$ cat src/hw/rtl/ual_pkg.sv
// Shared widths, codes and the command/status bundles of the unordered array list.
`default_nettype none

package ual_pkg;

   localparam int CMD_W    = 2;
   localparam int VALUE_W  = 32;
   localparam int POS_W    = 6;
   localparam int STATUS_W = 3;
   localparam int COUNT_W  = 6;

   typedef enum logic [CMD_W-1:0] {
      CMD_APPEND = 2'd0,
      CMD_REMOVE = 2'd1,
      CMD_READ   = 2'd2,
      CMD_CLEAR  = 2'd3
   } cmd_type;

   typedef enum logic [STATUS_W-1:0] {
      ST_OK    = 3'd0,
      ST_FULL  = 3'd1,
      ST_EMPTY = 3'd2,
      ST_MISS  = 3'd3,
      ST_RANGE = 3'd4
   } status_type;

   // controller -> datapath
   typedef struct packed {
      logic       load_req;
      logic       addr_from_req;
      logic       append_wr;
      logic       shift_wr;
      logic       cnt_inc;
      logic       cnt_dec;
      logic       cnt_clr;
      logic       idx_clr;
      logic       idx_inc;
      logic       status_wr;
      status_type status_code;
      logic       data_take;
      logic       rsp_load;
   } dp_ctrl_type;

   // datapath -> controller
   typedef struct packed {
      cmd_type cmd;
      logic    full;
      logic    empty;
      logic    pos_ok;
      logic    match;
      logic    last;
      logic    rsp_free;
   } dp_stat_type;

endpackage

`default_nettype wire

$ cat src/hw/rtl/unordered_array_list.sv
// Top level of the unordered array list: controller plus datapath.
//
//   channel  | handshake            | payload
//   ---------+----------------------+--------------------------------------------
//   request  | req_valid / req_stall | req_command, req_value, req_position
//   response | rsp_valid / rsp_stall | rsp_status, rsp_read_value, rsp_count
//
// One request at a time. Append, clear and refused commands go from decode
// straight to the finish state; a read first passes the wait state for the RAM
// data. Remove scans the entry RAM one word a cycle and then moves the later
// words down one a cycle, paced by the single read and write port of the RAM.
// Synchronous reset empties the list; entries are not cleared (no pass needed).
// A finished response sits in an output register, so the next request can be
// taken while the last response is still stalled.
`default_nettype none

module unordered_array_list #(
   parameter int CAPACITY = 32
) (
   input  wire logic                        clock,
   input  wire logic                        reset,
   input  wire logic                        req_valid,
   output logic                             req_stall,
   input  wire logic [ual_pkg::CMD_W-1:0]   req_command,
   input  wire logic [ual_pkg::VALUE_W-1:0] req_value,
   input  wire logic [ual_pkg::POS_W-1:0]   req_position,
   output logic                             rsp_valid,
   input  wire logic                        rsp_stall,
   output logic [ual_pkg::STATUS_W-1:0]     rsp_status,
   output logic [ual_pkg::VALUE_W-1:0]      rsp_read_value,
   output logic [ual_pkg::COUNT_W-1:0]      rsp_count
);

   ual_pkg::dp_ctrl_type ctl;   // sequencing commands
   ual_pkg::dp_stat_type stat;  // flags the sequencer branches on

   // sequencer: decodes the request, steps scan and compaction, hands off response
   ual_ctrl u_ctrl (
      .clock     (clock),
      .reset     (reset),
      .req_valid (req_valid),
      .req_stall (req_stall),
      .stat      (stat),
      .ctl       (ctl)
   );

   // datapath: entry RAM, fill count, match logic, response register
   ual_dp #(
      .CAPACITY (CAPACITY)
   ) u_dp (
      .clock          (clock),
      .reset          (reset),
      .req_command    (req_command),
      .req_value      (req_value),
      .req_position   (req_position),
      .ctl            (ctl),
      .stat           (stat),
      .rsp_valid      (rsp_valid),
      .rsp_stall      (rsp_stall),
      .rsp_status     (rsp_status),
      .rsp_read_value (rsp_read_value),
      .rsp_count      (rsp_count)
   );

endmodule

`default_nettype wire

$ cat src/hw/rtl/ual_ram.sv
// Generic single-write, single-read RAM with registered read data.
`default_nettype none

module ual_ram #(
   parameter int WIDTH = 32,
   parameter int DEPTH = 32,
   localparam int ADDR_W = (DEPTH > 1) ? $clog2(DEPTH) : 1
) (
   input  wire logic              clock,
   input  wire logic              wr_en,
   input  wire logic [ADDR_W-1:0] wr_addr,
   input  wire logic [WIDTH-1:0]  wr_data,
   input  wire logic [ADDR_W-1:0] rd_addr,
   output logic      [WIDTH-1:0]  rd_data
);

   logic [WIDTH-1:0] mem [DEPTH];
   logic [WIDTH-1:0] rd_data_ff;

   always_ff @(posedge clock) begin
      if (wr_en) begin
         mem[wr_addr] <= wr_data;
      end
      rd_data_ff <= mem[rd_addr];
   end

   assign rd_data = rd_data_ff;

endmodule

`default_nettype wire

$ cat src/hw/rtl/ual_ctrl.sv
// Sequencing state machine for the unordered array list.
`default_nettype none

module ual_ctrl (
   input  wire logic                 clock,
   input  wire logic                 reset,
   input  wire logic                 req_valid,
   output logic                      req_stall,
   input  wire ual_pkg::dp_stat_type stat,
   output ual_pkg::dp_ctrl_type      ctl
);

   typedef enum logic [5:0] {
      S_IDLE    = 6'b000001,
      S_DECIDE  = 6'b000010,
      S_RD_WAIT = 6'b000100,
      S_SCAN    = 6'b001000,
      S_SHIFT   = 6'b010000,
      S_FINISH  = 6'b100000
   } state_type;

   state_type state_ff;
   state_type state_in;

   always_ff @(posedge clock) begin
      if (reset) begin
         state_ff <= S_IDLE;
      end else begin
         state_ff <= state_in;
      end
   end

   assign req_stall = (state_ff != S_IDLE);

   always_comb begin
      ctl      = '0;
      state_in = state_ff;
      unique case (state_ff)
         S_IDLE: begin
            if (req_valid) begin
               ctl.load_req = 1'b1;
               state_in     = S_DECIDE;
            end
         end
         S_DECIDE: begin
            ctl.status_wr = 1'b1;
            unique case (stat.cmd)
               ual_pkg::CMD_APPEND: begin
                  if (stat.full) begin
                     ctl.status_code = ual_pkg::ST_FULL;
                  end else begin
                     ctl.status_code = ual_pkg::ST_OK;
                     ctl.append_wr   = 1'b1;
                     ctl.cnt_inc     = 1'b1;
                  end
                  state_in = S_FINISH;
               end
               ual_pkg::CMD_CLEAR: begin
                  ctl.status_code = ual_pkg::ST_OK;
                  ctl.cnt_clr     = 1'b1;
                  state_in        = S_FINISH;
               end
               ual_pkg::CMD_READ: begin
                  priority if (stat.empty) begin
                     ctl.status_code = ual_pkg::ST_EMPTY;
                     state_in        = S_FINISH;
                  end else if (!stat.pos_ok) begin
                     ctl.status_code = ual_pkg::ST_RANGE;
                     state_in        = S_FINISH;
                  end else begin
                     ctl.status_code   = ual_pkg::ST_OK;
                     ctl.addr_from_req = 1'b1;
                     state_in          = S_RD_WAIT;
                  end
               end
               ual_pkg::CMD_REMOVE: begin
                  if (stat.empty) begin
                     ctl.status_code = ual_pkg::ST_EMPTY;
                     state_in        = S_FINISH;
                  end else begin
                     ctl.status_code   = ual_pkg::ST_MISS;
                     ctl.addr_from_req = 1'b1;
                     ctl.idx_clr       = 1'b1;
                     state_in          = S_SCAN;
                  end
               end
               default: begin
                  state_in = S_FINISH;
               end
            endcase
         end
         S_RD_WAIT: begin
            ctl.data_take = 1'b1;
            state_in      = S_FINISH;
         end
         S_SCAN: begin
            if (stat.match) begin
               ctl.status_wr   = 1'b1;
               ctl.status_code = ual_pkg::ST_OK;
               if (stat.last) begin
                  ctl.cnt_dec = 1'b1;
                  state_in    = S_FINISH;
               end else begin
                  ctl.idx_inc = 1'b1;
                  state_in    = S_SHIFT;
               end
            end else if (stat.last) begin
               state_in = S_FINISH;
            end else begin
               ctl.idx_inc = 1'b1;
            end
         end
         S_SHIFT: begin
            ctl.shift_wr = 1'b1;
            ctl.idx_inc  = 1'b1;
            if (stat.last) begin
               ctl.cnt_dec = 1'b1;
               state_in    = S_FINISH;
            end
         end
         S_FINISH: begin
            if (stat.rsp_free) begin
               ctl.rsp_load = 1'b1;
               state_in     = S_IDLE;
            end
         end
         default: begin
            state_in = S_IDLE;
         end
      endcase
   end

   a_rsp_slot_free: assert property (@(posedge clock) disable iff (reset)
      ctl.rsp_load |-> stat.rsp_free)
      else $error("response loaded over an untaken one");

   a_accept_decides: assert property (@(posedge clock) disable iff (reset)
      (req_valid && !req_stall) |=> (state_ff == S_DECIDE))
      else $error("accepted request not decoded");

endmodule

`default_nettype wire

$ cat src/hw/rtl/ual_dp.sv
// Datapath: entry store, fill count, scan index and response register.
`default_nettype none

module ual_dp #(
   parameter int CAPACITY = 32
) (
   input  wire logic                          clock,
   input  wire logic                          reset,
   input  wire logic [ual_pkg::CMD_W-1:0]     req_command,
   input  wire logic [ual_pkg::VALUE_W-1:0]   req_value,
   input  wire logic [ual_pkg::POS_W-1:0]     req_position,
   input  wire ual_pkg::dp_ctrl_type          ctl,
   output ual_pkg::dp_stat_type               stat,
   output logic                               rsp_valid,
   input  wire logic                          rsp_stall,
   output logic [ual_pkg::STATUS_W-1:0]       rsp_status,
   output logic [ual_pkg::VALUE_W-1:0]        rsp_read_value,
   output logic [ual_pkg::COUNT_W-1:0]        rsp_count
);

   localparam int IDX_W = (CAPACITY > 1) ? $clog2(CAPACITY) : 1;
   localparam int CNT_W = $clog2(CAPACITY + 1);
   localparam int CMP_W = (CNT_W > ual_pkg::POS_W) ? CNT_W : ual_pkg::POS_W;

   // float equality: signed zeros match, NaN matches nothing
   function automatic logic words_equal(input logic [31:0] a, input logic [31:0] b);
      logic a_nan;
      logic b_nan;
      logic zeros;
      a_nan = (a[30:0] > 31'h7F80_0000);
      b_nan = (b[30:0] > 31'h7F80_0000);
      zeros = ((a[30:0] | b[30:0]) == 31'd0);
      return !a_nan && !b_nan && (zeros || (a == b));
   endfunction

   ual_pkg::cmd_type              cmd_ff;
   logic [ual_pkg::VALUE_W-1:0]   value_ff;
   logic [ual_pkg::POS_W-1:0]     pos_ff;
   logic [CNT_W-1:0]              count_ff, count_in;
   logic [IDX_W-1:0]              idx_ff, idx_in;
   ual_pkg::status_type           status_ff;
   logic [ual_pkg::VALUE_W-1:0]   data_ff;
   logic                          rsp_valid_ff, rsp_valid_in;
   logic [ual_pkg::STATUS_W-1:0]  rsp_status_ff;
   logic [ual_pkg::VALUE_W-1:0]   rsp_value_ff;
   logic [ual_pkg::COUNT_W-1:0]   rsp_count_ff;

   logic                          wr_en;
   logic [IDX_W-1:0]              wr_addr;
   logic [ual_pkg::VALUE_W-1:0]   wr_data;
   logic [IDX_W-1:0]              rd_addr;
   logic [ual_pkg::VALUE_W-1:0]   rd_data;
   logic                          full;

   // entry store
   assign wr_en   = ctl.append_wr || ctl.shift_wr;
   assign wr_addr = ctl.shift_wr ? IDX_W'(idx_ff - IDX_W'(1)) : IDX_W'(count_ff);
   assign wr_data = ctl.shift_wr ? rd_data : value_ff;

   always_comb begin
      if (ctl.addr_from_req) begin
         rd_addr = (cmd_ff == ual_pkg::CMD_REMOVE) ? '0
                 : IDX_W'(pos_ff - ual_pkg::POS_W'(1));
      end else begin
         rd_addr = IDX_W'(idx_ff + IDX_W'(1));   // read one ahead of the index
      end
   end

   ual_ram #(
      .WIDTH (ual_pkg::VALUE_W),
      .DEPTH (CAPACITY)
   ) u_entries (
      .clock   (clock),
      .wr_en   (wr_en),
      .wr_addr (wr_addr),
      .wr_data (wr_data),
      .rd_addr (rd_addr),
      .rd_data (rd_data)
   );

   // fill count, index and response valid
   always_comb begin
      priority if (ctl.cnt_clr) begin
         count_in = '0;
      end else if (ctl.cnt_inc) begin
         count_in = count_ff + CNT_W'(1);
      end else if (ctl.cnt_dec) begin
         count_in = count_ff - CNT_W'(1);
      end else begin
         count_in = count_ff;
      end

      priority if (ctl.idx_clr) begin
         idx_in = '0;
      end else if (ctl.idx_inc) begin
         idx_in = IDX_W'(idx_ff + IDX_W'(1));
      end else begin
         idx_in = idx_ff;
      end

      priority if (ctl.rsp_load) begin
         rsp_valid_in = 1'b1;
      end else if (!rsp_stall) begin
         rsp_valid_in = 1'b0;
      end else begin
         rsp_valid_in = rsp_valid_ff;
      end
   end

   always_ff @(posedge clock) begin
      if (reset) begin
         count_ff     <= '0;
         rsp_valid_ff <= 1'b0;
      end else begin
         count_ff     <= count_in;
         rsp_valid_ff <= rsp_valid_in;
      end
   end

   always_ff @(posedge clock) begin
      idx_ff <= idx_in;
      if (ctl.load_req) begin
         cmd_ff   <= ual_pkg::cmd_type'(req_command);
         value_ff <= req_value;
         pos_ff   <= req_position;
      end
      if (ctl.load_req) begin
         data_ff <= '0;
      end else if (ctl.data_take) begin
         data_ff <= rd_data;
      end
      if (ctl.status_wr) begin
         status_ff <= ctl.status_code;
      end
      if (ctl.rsp_load) begin
         rsp_status_ff <= status_ff;
         rsp_value_ff  <= data_ff;
         rsp_count_ff  <= ual_pkg::COUNT_W'(count_ff);
      end
   end

   // status back to the controller
   assign full = (count_ff == CNT_W'(CAPACITY));

   always_comb begin
      stat.cmd      = cmd_ff;
      stat.full     = full;
      stat.empty    = (count_ff == '0);
      stat.pos_ok   = (pos_ff != '0) && (CMP_W'(pos_ff) <= CMP_W'(count_ff));
      stat.match    = words_equal(rd_data, value_ff);
      stat.last     = ((CNT_W'(idx_ff) + CNT_W'(1)) == count_ff);
      stat.rsp_free = !rsp_valid_ff || !rsp_stall;
   end

   assign rsp_valid      = rsp_valid_ff;
   assign rsp_status     = rsp_status_ff;
   assign rsp_read_value = rsp_value_ff;
   assign rsp_count      = rsp_count_ff;

   a_count_bound: assert property (@(posedge clock) disable iff (reset)
      count_ff <= CNT_W'(CAPACITY))
      else $error("fill count above capacity");

   a_shift_dest: assert property (@(posedge clock) disable iff (reset)
      ctl.shift_wr |-> (idx_ff != '0))
      else $error("compaction write below entry zero");

   a_append_room: assert property (@(posedge clock) disable iff (reset)
      ctl.append_wr |-> !full)
      else $error("append into a full list");

endmodule

`default_nettype wire
$ cat config.mk
export PLATFORM = sky130hd
export DESIGN_NAME = unordered_array_list
export DESIGN_NICKNAME = d
export VERILOG_FILES = /design/src/hw/rtl/ual_pkg.sv /design/src/hw/rtl/unordered_array_list.sv /design/src/hw/rtl/ual_ram.sv /design/src/hw/rtl/ual_ctrl.sv /design/src/hw/rtl/ual_dp.sv
export SDC_FILE = /design/constraint.sdc
export NUM_CORES = 2
export LEC_CHECK = 0
export BUFFER_PORTS_ARGS = -buffer_cell sky130_fd_sc_hd__buf_2
export CAP_MARGIN = 10
export CORE_MARGIN = 2
export CORE_UTILIZATION = 30
export CTS_CLUSTER_DIAMETER = 40
export DETAILED_ROUTE_END_ITERATION = 10
export GPL_ROUTABILITY_DRIVEN = 1
export PLACE_DENSITY = 0.42
export SYNTH_ARGS = -nofsm -noshare
export SYNTH_HDL_FRONTEND = slang
export SYNTH_SLANG_ARGS = --single-unit
$ cat constraint.sdc
create_clock -name clock -period 4 [get_ports clock]
set_input_delay 0.8 -clock clock [delete_from_list [all_inputs] [get_ports clock]]
set_output_delay 0.8 -clock clock [all_outputs]
set_load 0.05 [all_outputs]
==> impl_metrics.env <==
export IMPL_ys_seq_area_share_pct=73.80
export IMPL_setup_viol=0
export IMPL_yosys_top_cells_area="edfxtp_1 (70%), mux2i_1 (6.2%), nand2_1 (4.5%)"
export IMPL_dp_slack_ps=-138.8
export IMPL_dieArea_sq_um=160900
export IMPL_synthFlopType="edfxtp_1"
export IMPL_cp_end_kind="flop"
export IMPL_grt_pass1_vias=28270
export IMPL_synth_top_cell_area_share_pct=70.33
export IMPL_slowest_stage="nor4_1"
export IMPL_die_w_um=401.1
export IMPL_crit_type="reg2reg"
export IMPL_ant_nets=0
export IMPL_die_h_um=401.1
export IMPL_dpl_hpwl_mm=88.95
export IMPL_worstSetupStartpointType="flop"
export IMPL_io_buffers=86
export IMPL_fin_area_sq_um=58800
export IMPL_synth_seq_cells=1190
export IMPL_crit_fanout=51
export IMPL_status="complete, no violations"
export IMPL_start_util_pct=30.25
export IMPL_cts_root_buf="clkbuf_16"
export IMPL_synth_simple_area_share_pct=8.614
export IMPL_worstSetupStartpoint="u_dp.pos_ff[3]"
export IMPL_drv_cap=0
export IMPL_h_tree_depth=4
export IMPL_critPathMaxStageDelay_ps=700
export IMPL_synth_compound_area_share_pct=7.024
export IMPL_grt_pass1_wl_mm=212.4
export IMPL_wl_per_cell_um=25.82
export IMPL_cp_common_cell="nor4_1"
export IMPL_rr_startpoint="u_dp.pos_ff[3]"
export IMPL_via_per_inst=4.999
export IMPL_syn_area_sq_um=47310
export IMPL_fmax_ghz=0.2600
export IMPL_maxSlewHeadroom_pct=29.48
export IMPL_synth_edf_count=1108
export IMPL_fin_skew_ps=36.60
export IMPL_period_share_pct=96.15
export IMPL_synth_top_family_by_area="simple AND/OR/NAND/NOR gates"
export IMPL_arrival_ps=4470
export IMPL_yosysWarningCount=0
export IMPL_syn_num_nets=3337
export IMPL_p_per_area_nw_per_um2=529.0
export IMPL_hold_violations=0
export IMPL_tritoncts_num_buffers=166
export IMPL_hold_class="in2reg"
export IMPL_setup_slack_ps=154.2
export IMPL_synth_fa_ha_area_share_pct=1.338
export IMPL_area_growth_syn_to_layout_pct=24.29
export IMPL_worstMarginPinSlew_ps=1054
export IMPL_synth_xor_area_share_pct=0.4073
export IMPL_grt_antenna_before_repair=1
export IMPL_path_clk_slew_ps=60
export IMPL_r2r_end="u_dp.u_entries.rd_data[28]"
export IMPL_synth_cell_types=61
export IMPL_yosysTopAreaCell="edfxtp_1"
export IMPL_grt_max_degree=67
export IMPL_place_area_sq_um=52900
export IMPL_globalplace_congestion=0.7725
export IMPL_firstDrtPassIters=5
export IMPL_muxShareOfSynthArea_pct=6.202
export IMPL_leakagePower_nw=19.77
export IMPL_rrSetupSlack_ps=150
export IMPL_core_area_sq_um=156400
export IMPL_clk_insertion_delay_late_ps=800
export IMPL_drtIter0Drc=2363
export IMPL_drt_wl_total_mm=149.1
export IMPL_nets=3668
export IMPL_critPathCapture="u_dp.u_entries.rd_data[28]"
export IMPL_row_count=145
export IMPL_ctsLongestPathBuffers=3
export IMPL_io_pins=87
export IMPL_route_vias_total=28860
export IMPL_ctsHoldBuffers=0
export IMPL_reg2reg_depth=12
export IMPL_netlist_instances=3243
export IMPL_postCtsSetupBuffers=0
export IMPL_cts_sinks=1190
export IMPL_drive_gt1_share_pct=20.15
export IMPL_required_ps=4620
export IMPL_fin_crit_ps=3846
export IMPL_rsz0062_at_grt="true"
export IMPL_drc=0
export IMPL_syn_avg_cell_area_sq_um=14.59
export IMPL_cts_tree="yes"
export IMPL_overflow=0
export IMPL_final_max_slew_viol_count=0
export IMPL_track_usage_pct=18.31
export IMPL_async_reset_ff_share_pct=0
export IMPL_worstPathCellList="ha_1 -> a21o_1 -> a32oi_1 -> a31oi_1 -> or4_4 -> and2_4 -> buf_12 -> buf_4 -> nand2_1 -> a311oi_1 -> nor4_1 -> nor4_1"
export IMPL_max_vdd_ir_drop_mv=0.4375
## flip-flops by register name, indices dropped and copies added, names as in the netlist, 6 cells and up
| name | count |
|---|---|
| u_ctrl.state_ff | 6 |
| u_dp.count_ff | 6 |
| u_dp.data_ff | 32 |
| u_dp.pos_ff | 6 |
| u_dp.rsp_count | 6 |
| u_dp.rsp_read_value | 32 |
| u_dp.u_entries.mem | 1024 |
| u_dp.u_entries.rd_data | 32 |
| u_dp.value_ff | 32 |
## worst max-delay path, delay by kind of cell (launching register included)
family / cells / cell delay, ps
AND/OR/NAND/NOR: 5 / 1760
flip-flops: 1 / 430
buffers and inverters: 2 / 440
AO/OA/AOI/OAI: 4 / 670
adder cells (fa/ha/maj): 1 / 320
## power breakdown
group	leakage, nW	switching, W	internal [W]	total, W
sequential	10.7	0.000198	0.0138	0.0140
combinational	6.34	0.00131	0.000692	0.00200
clock	2.78	0.00573	0.00939	0.0151
## placed cells by master, fill, tap and decap left out, types with 18 or more instances in the layout
master and count:
clkbuf_1 18, clkbuf_16 167, nor2_4 33, clkinv_2 27, ha_1 48, inv_1 81, buf_4 198, buf_2 86
mux2i_1 291, edfxtp_1 1108, a21oi_1 181, nand2_1 569, nand4_1 20, and3_1 65, a211oi_1 95, o21ai_2 27
nor4_1 103, dfxtp_1 82, a311oi_1 64, bufinv_16 24, o221ai_1 32, nor2_1 34, buf_12 75, a31oi_1 34
o22ai_1 32
## timing repair
action                                  in CTS  in global routing
pin swaps                                    0                  1
endpoints found under the setup margin       4                 14
resized for setup                            6                 16
## metal layers
metal  vias to the layer above  track usage (%)  share of wire (%)
met1                     14710            25.23                 45
li1                      13120                -                  -
met4                         0            5.727                2.6
met3                       228            3.226                5.3
met5                         -                0                  0
met2                       806            29.34                 47
## synthesized netlist by cell type (42+ instances only)
| cell | instances |
|---|---|
| a211oi_1 | 100 |
| a21oi_1 | 183 |
| a311oi_1 | 64 |
| and3_1 | 65 |
| clkbuf_1 | 119 |
| dfxtp_1 | 82 |
| edfxtp_1 | 1108 |
| ha_1 | 49 |
| inv_1 | 81 |
| mux2i_1 | 292 |
| nand2_1 | 573 |
| nor2_1 | 67 |
| nor4_1 | 116 |
| o21ai_0 | 42 |
## layout make-up
| class | instances | area, sq um |
|---|---|---|
| Fill cell | 14850 | 97580 |
| Sequential cell | 1190 | 34910 |
| Multi-Input combinational cell | 1776 | 11820 |
| Clock buffer | 190 | 4315 |
| Timing Repair Buffer | 359 | 3418 |
| Tap cell | 2058 | 2575 |
| Clock inverter | 117 | 1453 |
| Inverter | 81 | 304.0 |
| Antenna cell | 2 | 5.005 |
## through the flow
step | TNS, ps | hold WS [ps] | utilization (%) | total power (W) | std cells
2_1_floorplan | 0 | 400.3 | - | 0.01521 | 3243
3_3_place_gp | -432.4 | 403.8 | 33.83 | 0.01624 | 5464
3_5_place_dp | -355.9 | 407.1 | 33.83 | 0.01623 | 5464
4_1_cts | 0 | 124.5 | 37.54 | 0.03144 | 5771
5_1_grt | -38.32 | 147.9 | 37.60 | 0.03211 | 5772
6_report | 0 | 186.5 | 37.60 | 0.03111 | 5773
## how the worst min path moves through the flow
stage / startpoint / to / slack [ps] / cells after the start
global route: req_value[24] / u_dp.value_ff[24] / 150 / 1
CTS: req_value[24] / u_dp.value_ff[24] / 120 / 1
detailed placement: u_dp.status_ff[0] / u_dp.rsp_status[0] / 410 / 0
floorplan: u_dp.status_ff[0] / u_dp.rsp_status[0] / 400 / 0
finish: req_value[24] / u_dp.value_ff[24] / 190 / 1
global placement: u_dp.status_ff[0] / u_dp.rsp_status[0] / 400 / 0
## cells by family (layout without fill, tap and decap cells)
| kind of cell | count (synthesis) | count (layout) |
|---|---|---|
| AOI/OAI and AO/OA | 511 | 511 |
| xor gates and xnor gates | 22 | 22 |
| adders and majority gates | 50 | 50 |
| buffers and inverters | 277 | 747 |
| DFF | 1190 | 1190 |
| muxes | 293 | 293 |
| other | 0 | 2 |
| and+or+nand+nor | 900 | 900 |
Note: power is estimated with default switching activity, not from simulation.
